## src/rtl/trcl_pkg.sv

```systemverilog
// Shared constants, command codes, state encoding and control structs of the token ledger.
package trcl_pkg;

  localparam int unsigned MaxTokens     = 64;
  localparam int unsigned MaxTokenBytes = 1024;
  localparam int unsigned MaxDesc       = 16;

  localparam int unsigned DescIdxW = 4;
  localparam int unsigned TokIdxW  = 6;
  localparam int unsigned CntW     = 11;
  localparam int unsigned PosW     = 17;
  localparam int unsigned RowW     = 10;
  localparam int unsigned BitW     = 6;
  localparam int unsigned TallyW   = 5;

  typedef enum logic [1:0] {
    CMD_ACCEPT   = 2'd0,
    CMD_BURST    = 2'd1,
    CMD_TERMINAL = 2'd2,
    CMD_CLEAR    = 2'd3
  } cmd_e;

  typedef enum logic [0:0] {
    REG_TOKENS = 1'b0,
    REG_BYTES  = 1'b1
  } reg_e;

  typedef enum logic [10:0] {
    ST_CLEAR  = 11'b000_0000_0001,
    ST_IDLE   = 11'b000_0000_0010,
    ST_LOOKUP = 11'b000_0000_0100,
    ST_EXEC   = 11'b000_0000_1000,
    ST_BMUL   = 11'b000_0001_0000,
    ST_BLIM   = 11'b000_0010_0000,
    ST_BSTEP  = 11'b000_0100_0000,
    ST_BWR    = 11'b000_1000_0000,
    ST_SWEEP  = 11'b001_0000_0000,
    ST_DRAIN  = 11'b010_0000_0000,
    ST_DONE   = 11'b100_0000_0000
  } state_e;

  typedef struct packed {
    logic clr_row;
    logic start;
    logic lookup;
    logic exec;
    logic bmul;
    logic blim;
    logic brd;
    logic adv;
    logic bwr;
    logic sweep_rd;
    logic load_out;
  } ctrl_cmd_t;

  typedef struct packed {
    logic clr_last;
    logic is_burst;
    logic burst_go;
    logic c_end;
    logic c_in;
    logic sweep_last;
    logic out_busy;
  } dp_status_t;

endpackage

```

## src/rtl/trcl_ctrl.sv

```systemverilog
// Controller state machine sequencing lookup, update, burst walk and bitmap sweep.
module trcl_ctrl (
  input  logic                clk_i,
  input  logic                rst_ni,
  input  logic                s_axis_tvalid,
  output logic                s_axis_tready,
  input  trcl_pkg::dp_status_t stat_i,
  output trcl_pkg::ctrl_cmd_t  cmd_o
);

  trcl_pkg::state_e state_q, state_d;

  always_ff @(posedge clk_i or negedge rst_ni) begin
    if (!rst_ni) begin
      state_q <= trcl_pkg::ST_CLEAR;
    end else begin
      state_q <= state_d;
    end
  end

  always_comb begin
    state_d = state_q;
    cmd_o   = '0;
    unique case (state_q)
      trcl_pkg::ST_CLEAR: begin
        cmd_o.clr_row = 1'b1;
        if (stat_i.clr_last) state_d = trcl_pkg::ST_IDLE;
      end
      trcl_pkg::ST_IDLE: begin
        if (s_axis_tvalid) begin
          cmd_o.start = 1'b1;
          state_d     = trcl_pkg::ST_LOOKUP;
        end
      end
      trcl_pkg::ST_LOOKUP: begin
        cmd_o.lookup = 1'b1;
        state_d      = trcl_pkg::ST_EXEC;
      end
      trcl_pkg::ST_EXEC: begin
        cmd_o.exec = 1'b1;
        if (stat_i.is_burst && stat_i.burst_go) state_d = trcl_pkg::ST_BMUL;
        else state_d = trcl_pkg::ST_SWEEP;
      end
      trcl_pkg::ST_BMUL: begin
        cmd_o.bmul = 1'b1;
        state_d    = trcl_pkg::ST_BLIM;
      end
      trcl_pkg::ST_BLIM: begin
        cmd_o.blim = 1'b1;
        state_d    = trcl_pkg::ST_BSTEP;
      end
      trcl_pkg::ST_BSTEP: begin
        priority if (stat_i.c_end) begin
          state_d = trcl_pkg::ST_SWEEP;
        end else if (stat_i.c_in) begin
          cmd_o.brd = 1'b1;
          state_d   = trcl_pkg::ST_BWR;
        end else begin
          cmd_o.adv = 1'b1;
        end
      end
      trcl_pkg::ST_BWR: begin
        cmd_o.bwr = 1'b1;
        cmd_o.adv = 1'b1;
        state_d   = trcl_pkg::ST_BSTEP;
      end
      trcl_pkg::ST_SWEEP: begin
        cmd_o.sweep_rd = 1'b1;
        if (stat_i.sweep_last) state_d = trcl_pkg::ST_DRAIN;
      end
      trcl_pkg::ST_DRAIN: begin
        state_d = trcl_pkg::ST_DONE;
      end
      trcl_pkg::ST_DONE: begin
        if (!stat_i.out_busy) begin
          cmd_o.load_out = 1'b1;
          state_d        = trcl_pkg::ST_IDLE;
        end
      end
      default: state_d = trcl_pkg::ST_CLEAR;
    endcase
  end

  assign s_axis_tready = (state_q == trcl_pkg::ST_IDLE);

endmodule

```

## config.mk

```make
export PLATFORM = sky130hd
export DESIGN_NAME = trcl_ctrl
export DESIGN_NICKNAME = d
export VERILOG_FILES = /design/src/rtl/trcl_pkg.sv /design/src/rtl/trcl_ctrl.sv
export SDC_FILE = /design/constraint.sdc
export NUM_CORES = 1
export LEC_CHECK = 0
export BUFFER_PORTS_ARGS = -buffer_cell sky130_fd_sc_hd__buf_4
export CAP_MARGIN = 15
export CORE_MARGIN = 3
export CORE_UTILIZATION = 45
export DETAILED_ROUTE_END_ITERATION = 12
export GPL_TIMING_DRIVEN = 0
export PLACE_DENSITY = 0.7
export RECOVER_POWER = 25
export SLEW_MARGIN = 10
export SYNTH_ARGS = -nofsm -noshare
export SYNTH_HDL_FRONTEND = slang
export SYNTH_SLANG_ARGS = --single-unit
export TNS_END_PERCENT = 100
```

## constraint.sdc

```tcl
create_clock -name clk_i -period 8.6 [get_ports clk_i]
set_clock_uncertainty 0.15 [all_clocks]
set_input_delay 2.58 -clock clk_i [delete_from_list [all_inputs] [get_ports clk_i]]
set_output_delay 2.58 -clock clk_i [all_outputs]
set_load 0.005 [all_outputs]
```

Word level (Yosys, flattened, before mapping)
Index checks and enable logic that the tools add are counted.

Reductions and logical operators: 3. Eq/ne operators: 16. Muxes and demuxes: 24.

Operators with widths (number): 11-bit one-hot mux with 10 select lines (1); 11-bit 2-to-1 mux (6); 1-bit 2-to-1 mux (14); 11-bit by 1-bit equality test with 1-bit output (second input constant) (1); 11-bit by 10-bit equality test with 1-bit output (second input constant) (1); 11-bit equality test (second input constant) (1); 11-bit by 2-bit equality test with 1-bit output (second input constant) (1); 11-bit by 3-bit equality test with 1-bit output (second input constant) (1); 11-bit by 4-bit equality test with 1-bit output (second input constant) (1); 11-bit by 5-bit equality test with 1-bit output (second input constant) (1); 11-bit by 6-bit equality test with 1-bit output (second input constant) (1); 11-bit by 7-bit equality test with 1-bit output (second input constant) (1); 11-bit by 8-bit equality test with 1-bit output (second input constant) (1); 11-bit by 9-bit equality test with 1-bit output (second input constant) (1); 9-bit 2-to-1 mux (1); 2-bit inequality test (second input constant) (4); 5-bit AND reduction (1); 3-bit inequality test (second input constant) (1); 2-bit 2-to-1 mux (1); 1-bit one-hot mux with 2 select lines (1); 2-bit OR reduction (1); 1-bit logical AND (1).

Register bits after elaboration: 11.

Longest topological paths before layout
Gate-level depths: netlist of run 1.

Depth in word-level cells: 3. Mapped depth: 7.

Worst setup path after synthesis of run 1
OpenSTA, ideal clock, no wires.

Path kind: input -> output. Start point: in stat_i[3] in the netlist's numbering. End point: out cmd_o[3] in the netlist's numbering. Stages: 3. Setup slack: 2924 ps. Arrival: 2946 ps. Path through: nor2_1 > nand3b_1 > a21oi_1.

RTL lines: start, declared (line trcl_ctrl.sv:7) `input trcl_pkg::dp_status_t stat_i,`; end, declared (line trcl_ctrl.sv:8) `output trcl_pkg::ctrl_cmd_t cmd_o`.

==> metrics.md, run 1 <==
| Metric | Value |
|---|---|
| Max Fclk | `about 170 MHz` |
| Root Driver | `clkbuf_4` |
| Iter 0 DRT Violations | `13` |
| Post-synthesis sequential area ratio | `33.79%` |
| Top reg by flops | `state_q` |
| Mapped cell area | `approximately 800 um^2` |
| Top post-synthesis cells by area | `dfrtp_1, nor3b_1, nor2_1, buf_6, nor3_1` |
| Total Wirelength | `1913 um` |
| DRT antenna net count | `0` |
| Top flop regs | `state_q (11)` |
| Initial antenna violation count | `0` |
| Sink Count | `11` |
| Core area | `around 0.0016 mm^2` |
| # nets final | `134` |
| Outcome | `finished, final reports clean` |
| WP data required | `slightly below 6 ns` |
| I/O Pins | `22` |
| DIE AREA | `0.002366 mm^2` |
| Cell taking the most area after synthesis | `dfrtp_1` |
| Clock buffer count from CTS | `3` |
| Crit path launch type | `primary input` |
| Final Wtd Congestion | `0.8186` |
| Crit end category | `primary output` |
| Post-Synthesis Cells | `just under 100` |
| Slew headroom | `a little over half` |
| Maximum clock path buffer count | `2` |
| Layout cell share with drive strength beyond 1 | `a little over a quarter` |
| Final TNS setup | `0 ns` |
| Drt wl/cell | `13.01 um` |
| CP Class | `in2out` |
| Syn Nets | `between 100 and 150` |
| DP Wirelength | `roughly 1500 um` |
| Max reg flops | `11` |
| DRC viols | `0` |
| Area delta synth->final | `25.54%` |
| Die X | `48.64 um` |
| Slowest cell delay on critical path | `approximately 0.17 ns` |
| Slowest cell on the critical path | `nor2_1` |
| Vias in the first global route | `735` |
| FFs w/ async S/R, synth | `between 90% and 100%` |
| Initial Util | `50.78%` |
| #FFs+latches synth | `11` |
| Most frequent cells after synthesis | `dfrtp_1, nor2_1, nand2_1, nor3_1, nor3b_1` |
| Pwr per Cell Area | `between 150 and 200 mW/mm^2` |
| Post-CTS sizing | `0` |
| Fin crit share | `between 60% and 70%` |
| Tmin final | `5.992 ns` |
| Yosys warns | `0` |
| Drt via density | `about 5.5` |
| Worst-path cell chain | `buf_4, nor2_1, nand3b_1, a21oi_1, buf_4` |
| Placed cell areas | `about 0.001 mm^2` |
| First-pass GRT wire length | `approximately 3200 um` |
| Mean Syn Cell Area | `~8.3 um^2` |
| CP arrival | `between 3 and 4 ns` |
| Cell Rows | `14` |
| Maximum number of pins on one net before global-route repair | `12` |
| Post-synth cell types | `38` |
| # port buffers | `21` |
| RSZ-0062 raised after global routing | `no` |
| Drt pass-1 iters | `4` |
| Final Setup Violations | `0` |
| Cell mode on critical path | `buf_4` |
| Post-CTS setup buffer count | `0` |
| Min-delay worst type | `reg2reg` |
| Ys flop type | `dfrtp_1` |
| CTS tree | `done` |
| Via count | `slightly above 800` |
| Final Hold Viols | `0` |
| Max-Cap Viols | `0` |
| Worst-skew pair later-pin latency | `about 0.27 ns` |
| Synth top area share | `between 30% and 40%` |
| Die H | `48.64 um` |
| Remaining Overflow, GRT | `0` |
| CTS HTree Levels | `1` |
| Pleak | `0.4813 nW` |
| Max FO, Critical Path | `5` |
| Worst-margin pin slew | `roughly 0.69 ns` |
| Post-CTS Hold Fix Bufs | `0` |
| # diodes | `0` |
| Max Slew Vio Count | `0` |
| Overall Global Routing Usage | `around 17%` |
| Worst VDD drop | `approximately 0.00010 V` |
| Pwr Total | `roughly 190 uW` |
| Finished Cell Area | `0.001027 mm^2` |
| Number of synthesized flops with an enable pin | `0` |
| Clock Pin Slew Worst Setup and Hold Paths | `approximately 0.070 ns` |
worst max-delay path: cells and delay by family:
| family | cells | cell delay, ns |
|---|---|---|
| AND/OR/NAND/NOR | 2 | 0.27 |
| buffers and inverters | 2 | 0.25 |
| AO/OA/AOI/OAI | 1 | 0.16 |
stage by stage:
step                hold slack (ns)  utilization (%)  setup WS, ns  cells
finish                       0.4746            63.74         2.608    147
floorplan                    0.4136                -         2.924     98
detailed placement           0.4556            62.42         2.619    143
global route                 0.5104            63.74         2.522    147
CTS                          0.4634            64.05         2.611    147
global placement             0.4493            62.42         2.625    143
routing by layer:
layer,part of all wire (%),track usage (%),vias to the layer above,routed length (um)
met4,1.5,6.161,0,29
met5,0,0,-,0
li1,-,-,407,-
met1,49,22.48,371,934
met3,4.5,1.840,5,87
met2,45,28.28,26,861
where the power goes:
part / internal [mW] / switching, mW
Clock: 0.0180 / 0.0180
Combinational: 0.0418 / 0.0438
Sequential: 0.0593 / 0.00464
path summary, 6_finish.rpt:
check,startpoint,endpoint,slack [ns],depth (start not counted)
hold / removal,state_q[8]$_DFFE_PN0P_,state_q[10]$_DFFE_PN0P_,0.47,2
min in group asynchronous,rst_ni,state_q[1]$_DFFE_PN0P_,2.14,1
setup / recovery,stat_i[3],cmd_o[3],2.61,5
max in group asynchronous,rst_ni,state_q[4]$_DFFE_PN0P_,5.76,1
hold reg to reg,state_q[8]$_DFFE_PN0P_,state_q[10]$_DFFE_PN0P_,0.47,2
setup reg to reg,state_q[2]$_DFFE_PN0P_,state_q[6]$_DFFE_PN0P_,6.14,5
layout make-up:
cell class | instances | area, um^2
sequential | 11 | 276.5
clock buffer | 4 | 26.28
multi-input combinational | 74 | 464.2
buffer | 8 | 57.56
timing repair buffer | 21 | 153.9
tap | 24 | 30.03
inverter | 5 | 18.77
fill | 159 | 584.3
logic make-up after synthesis:
kind of cell    synth area share, %
compound gates                10.86
xor+xnor                      5.353
buf+inv                       9.481
flops                         33.79
simple gates                  40.52
cell usage in the layout (no fill, tap or decap), types with 2 or more instances in the layout:
cell,n
and2_1,2
nor2_1,10
nor3b_1,6
o21ai_0,3
buf_4,21
buf_6,3
nor3_1,6
nand2_1,6
clkbuf_4,3
clkbuf_1,5
nand2b_1,2
o31ai_1,2
nor4_1,4
or4_1,4
xnor2_1,2
nand3_1,3
a21oi_1,4
dfrtp_1,10
xor2_1,3
inv_1,5
Note: power is estimated with default switching activity, not from simulation.
==> run 2: changes to the inputs <==
- clock period: 8.6 -> 5.9 ns (I/O delays scaled with it)
==> metrics.md, run 2 (synthesized netlist as in run 1, its figures left out) <==
| Metric | Value |
|---|---|
| # diodes | `0` |
| I/O Pins | `22` |
| First-pass GRT wire length | `3194 um` |
| DRT antenna net count | `0` |
| Total Wirelength | `between 1500 and 2000 um` |
| Layout cell share with drive strength beyond 1 | `between 20% and 30%` |
| Core area | `0.001612 mm^2` |
| Pleak | `around 0.49 nW` |
| Tmin final | `about 4.5 ns` |
| Root Driver | `clkbuf_4` |
| DRC viols | `0` |
| Crit path launch type | `register` |
| Maximum clock path buffer count | `2` |
| Outcome | `finished, final reports clean` |
| Fin crit share | `roughly three quarters` |
| CTS HTree Levels | `1` |
| Overall Global Routing Usage | `between 15 and 20%` |
| Crit end category | `primary output` |
| Vias in the first global route | `approximately 740` |
| Min-delay worst type | `reg2reg` |
| Drt pass-1 iters | `4` |
| Slew headroom | `between 50% and 60%` |
| Worst VDD drop | `around 0.00015 V` |
| Max-Cap Viols | `0` |
| Die H | `a little under 50 um` |
| Max reg flops | `11` |
| Clock Pin Slew Worst Setup and Hold Paths | `approximately 0.07 ns` |
| Sw Pwr | `between 90 and 100 uW` |
| Finished Cell Area | `between 0.001 and 0.0015 mm^2` |
| Die X | `a little under 50 um` |
| Commonest non-fill, non-tap cell in the layout | `buf_4` |
| Drt wl/cell | `around 13 um` |
| Number of fill cells | `about 160` |
| # nets final | `~130` |
| CP Class | `reg2out` |
| Sink Count | `11` |
| Worst min-delay path startpoint | `state_q[8]$_DFFE_PN0P_` |
| Initial Util | `50.78%` |
| Post-CTS sizing | `0` |
| CP arrival | `between 2 and 3 ns` |
| DIE AREA | `around 0.0024 mm^2` |
| DP Wirelength | `1486 um` |
| CTS tree | `done` |
| R2R depth | `6` |
| Initial antenna violation count | `0` |
| Max Fclk | `222.3 MHz` |
| Post-CTS Hold Fix Bufs | `0` |
| Flop-to-flop setup slack | `3.47 ns` |
| Top reg by flops | `state_q` |
| Via count | `about 810` |
| Int Pwr | `between 150 and 200 uW` |
| Maximum number of pins on one net before global-route repair | `12` |
| WP data required | `a little under 4 ns` |
| Final Setup Violations | `0` |
| Final TNS setup | `0 ns` |
| # port buffers | `21` |
| Post-CTS setup buffer count | `0` |
| Top flop regs | `state_q (11)` |
| Final Hold Viols | `0` |
| Pwr per Cell Area | `263.1 mW/mm^2` |
| Cell Rows | `14` |
| Drt via density | `approximately 5.5` |
| Remaining Overflow, GRT | `0` |
| Clock buffer count from CTS | `3` |
| Hold endpoint | `state_q[10]$_DFFE_PN0P_` |
| Worst R2R End | `state_q[6]$_DFFE_PN0P_` |
| Final Wtd Congestion | `0.8186` |
| Worst-margin pin slew | `between 0.6 and 0.7 ns` |
| Area delta synth->final | `25.69%` |
| Max FO, Critical Path | `10` |
| Hold path cells | `2` |
| RSZ-0062 raised after global routing | `no` |
| Comb power frac | `approximately 46%` |
| Sw Ratio | `35.77%` |
| Commonest cells after routing, fill and taps aside | `buf_4, nor2_1, dfrtp_1` |
| Clk pwr share | `roughly a fifth` |
| Max Slew Vio Count | `0` |
| Placed cell areas | `between 0.001 and 0.0015 mm^2` |
| Worst-skew pair later-pin latency | `roughly 0.27 ns` |
| Iter 0 DRT Violations | `28` |
| Sequential share of power | `roughly a third` |
| R2r startpoint | `state_q[10]$_DFFE_PN0P_` |
run 2: cell types whose count changed in the layout (fill, tap and decap cells not counted):
| cell | previous run | this run |
|---|---|---|
| clkbuf_1 | 5 | 4 |
| buf_2 | 1 | 2 |
run 2: routing by layer:
layer / up-vias / part of all wire [%] / GRT usage (%) / wire length, um
li1: 407 / - / - / -
met1: 371 / 49 / 22.48 / 932
met2: 28 / 45 / 28.28 / 856
met3: 5 / 4.9 / 1.840 / 94
met4: 0 / 1.5 / 6.161 / 29
met5: - / 0 / 0 / 0
run 2: area by class of cell:
class	count	area, um^2	area share [%]
Buffer	8	58.81	5.718
Multi-Input combinational cell	74	464.2	45.13
Inverter	5	18.77	1.825
Timing Repair Buffer	21	153.9	14.96
Tap cell	24	30.03	2.920
Sequential cell	11	276.5	26.89
Clock buffer	4	26.28	2.555
run 2: power groups by stage:
stage	Sequential, mW	Combinational (mW)	Clock, mW
after detailed placement	0.0942	0.125	0
after global routing	0.0945	0.140	0.0583
final	0.0931	0.125	0.0524
after CTS	0.0930	0.125	0.0536
after global placement	0.0941	0.121	0
after floorplan	0.0931	0.0865	0
run 2: through the flow:
stage	total power [mW]	worst slack, ns	utilization (%)	cells	hold slack, ns
after global routing	0.2928	1.319	63.82	147	0.5104
after detailed placement	0.2188	1.539	62.42	143	0.4556
after global placement	0.2153	1.545	62.42	143	0.4493
final	0.2706	1.401	63.82	147	0.4739
after CTS	0.2715	1.393	64.05	147	0.4634
after floorplan	0.1796	1.844	-	98	0.4136
run 2: worst max path at each step:
stage | startpoint | to | slack (ns) | cells past startpoint
2_1_floorplan | stat_i[3] | cmd_o[3] | 1.84 | 3
5_1_grt | state_q[10]$_DFFE_PN0P_ | cmd_o[4] | 1.32 | 7
6_report | state_q[10]$_DFFE_PN0P_ | cmd_o[4] | 1.40 | 7
3_5_place_dp | stat_i[3] | cmd_o[3] | 1.54 | 5
3_3_place_gp | stat_i[3] | cmd_o[3] | 1.55 | 5
4_1_cts | state_q[10]$_DFFE_PN0P_ | cmd_o[4] | 1.39 | 7
run 2: worst max-delay path, stage by stage (launching register included):
cell	delay [ns]
dfrtp_1	0.38
buf_6	0.14
or3_4	0.38
buf_6	0.14
or4_4	0.49
or3b_4	0.44
nor3b_1	0.21
buf_4	0.14
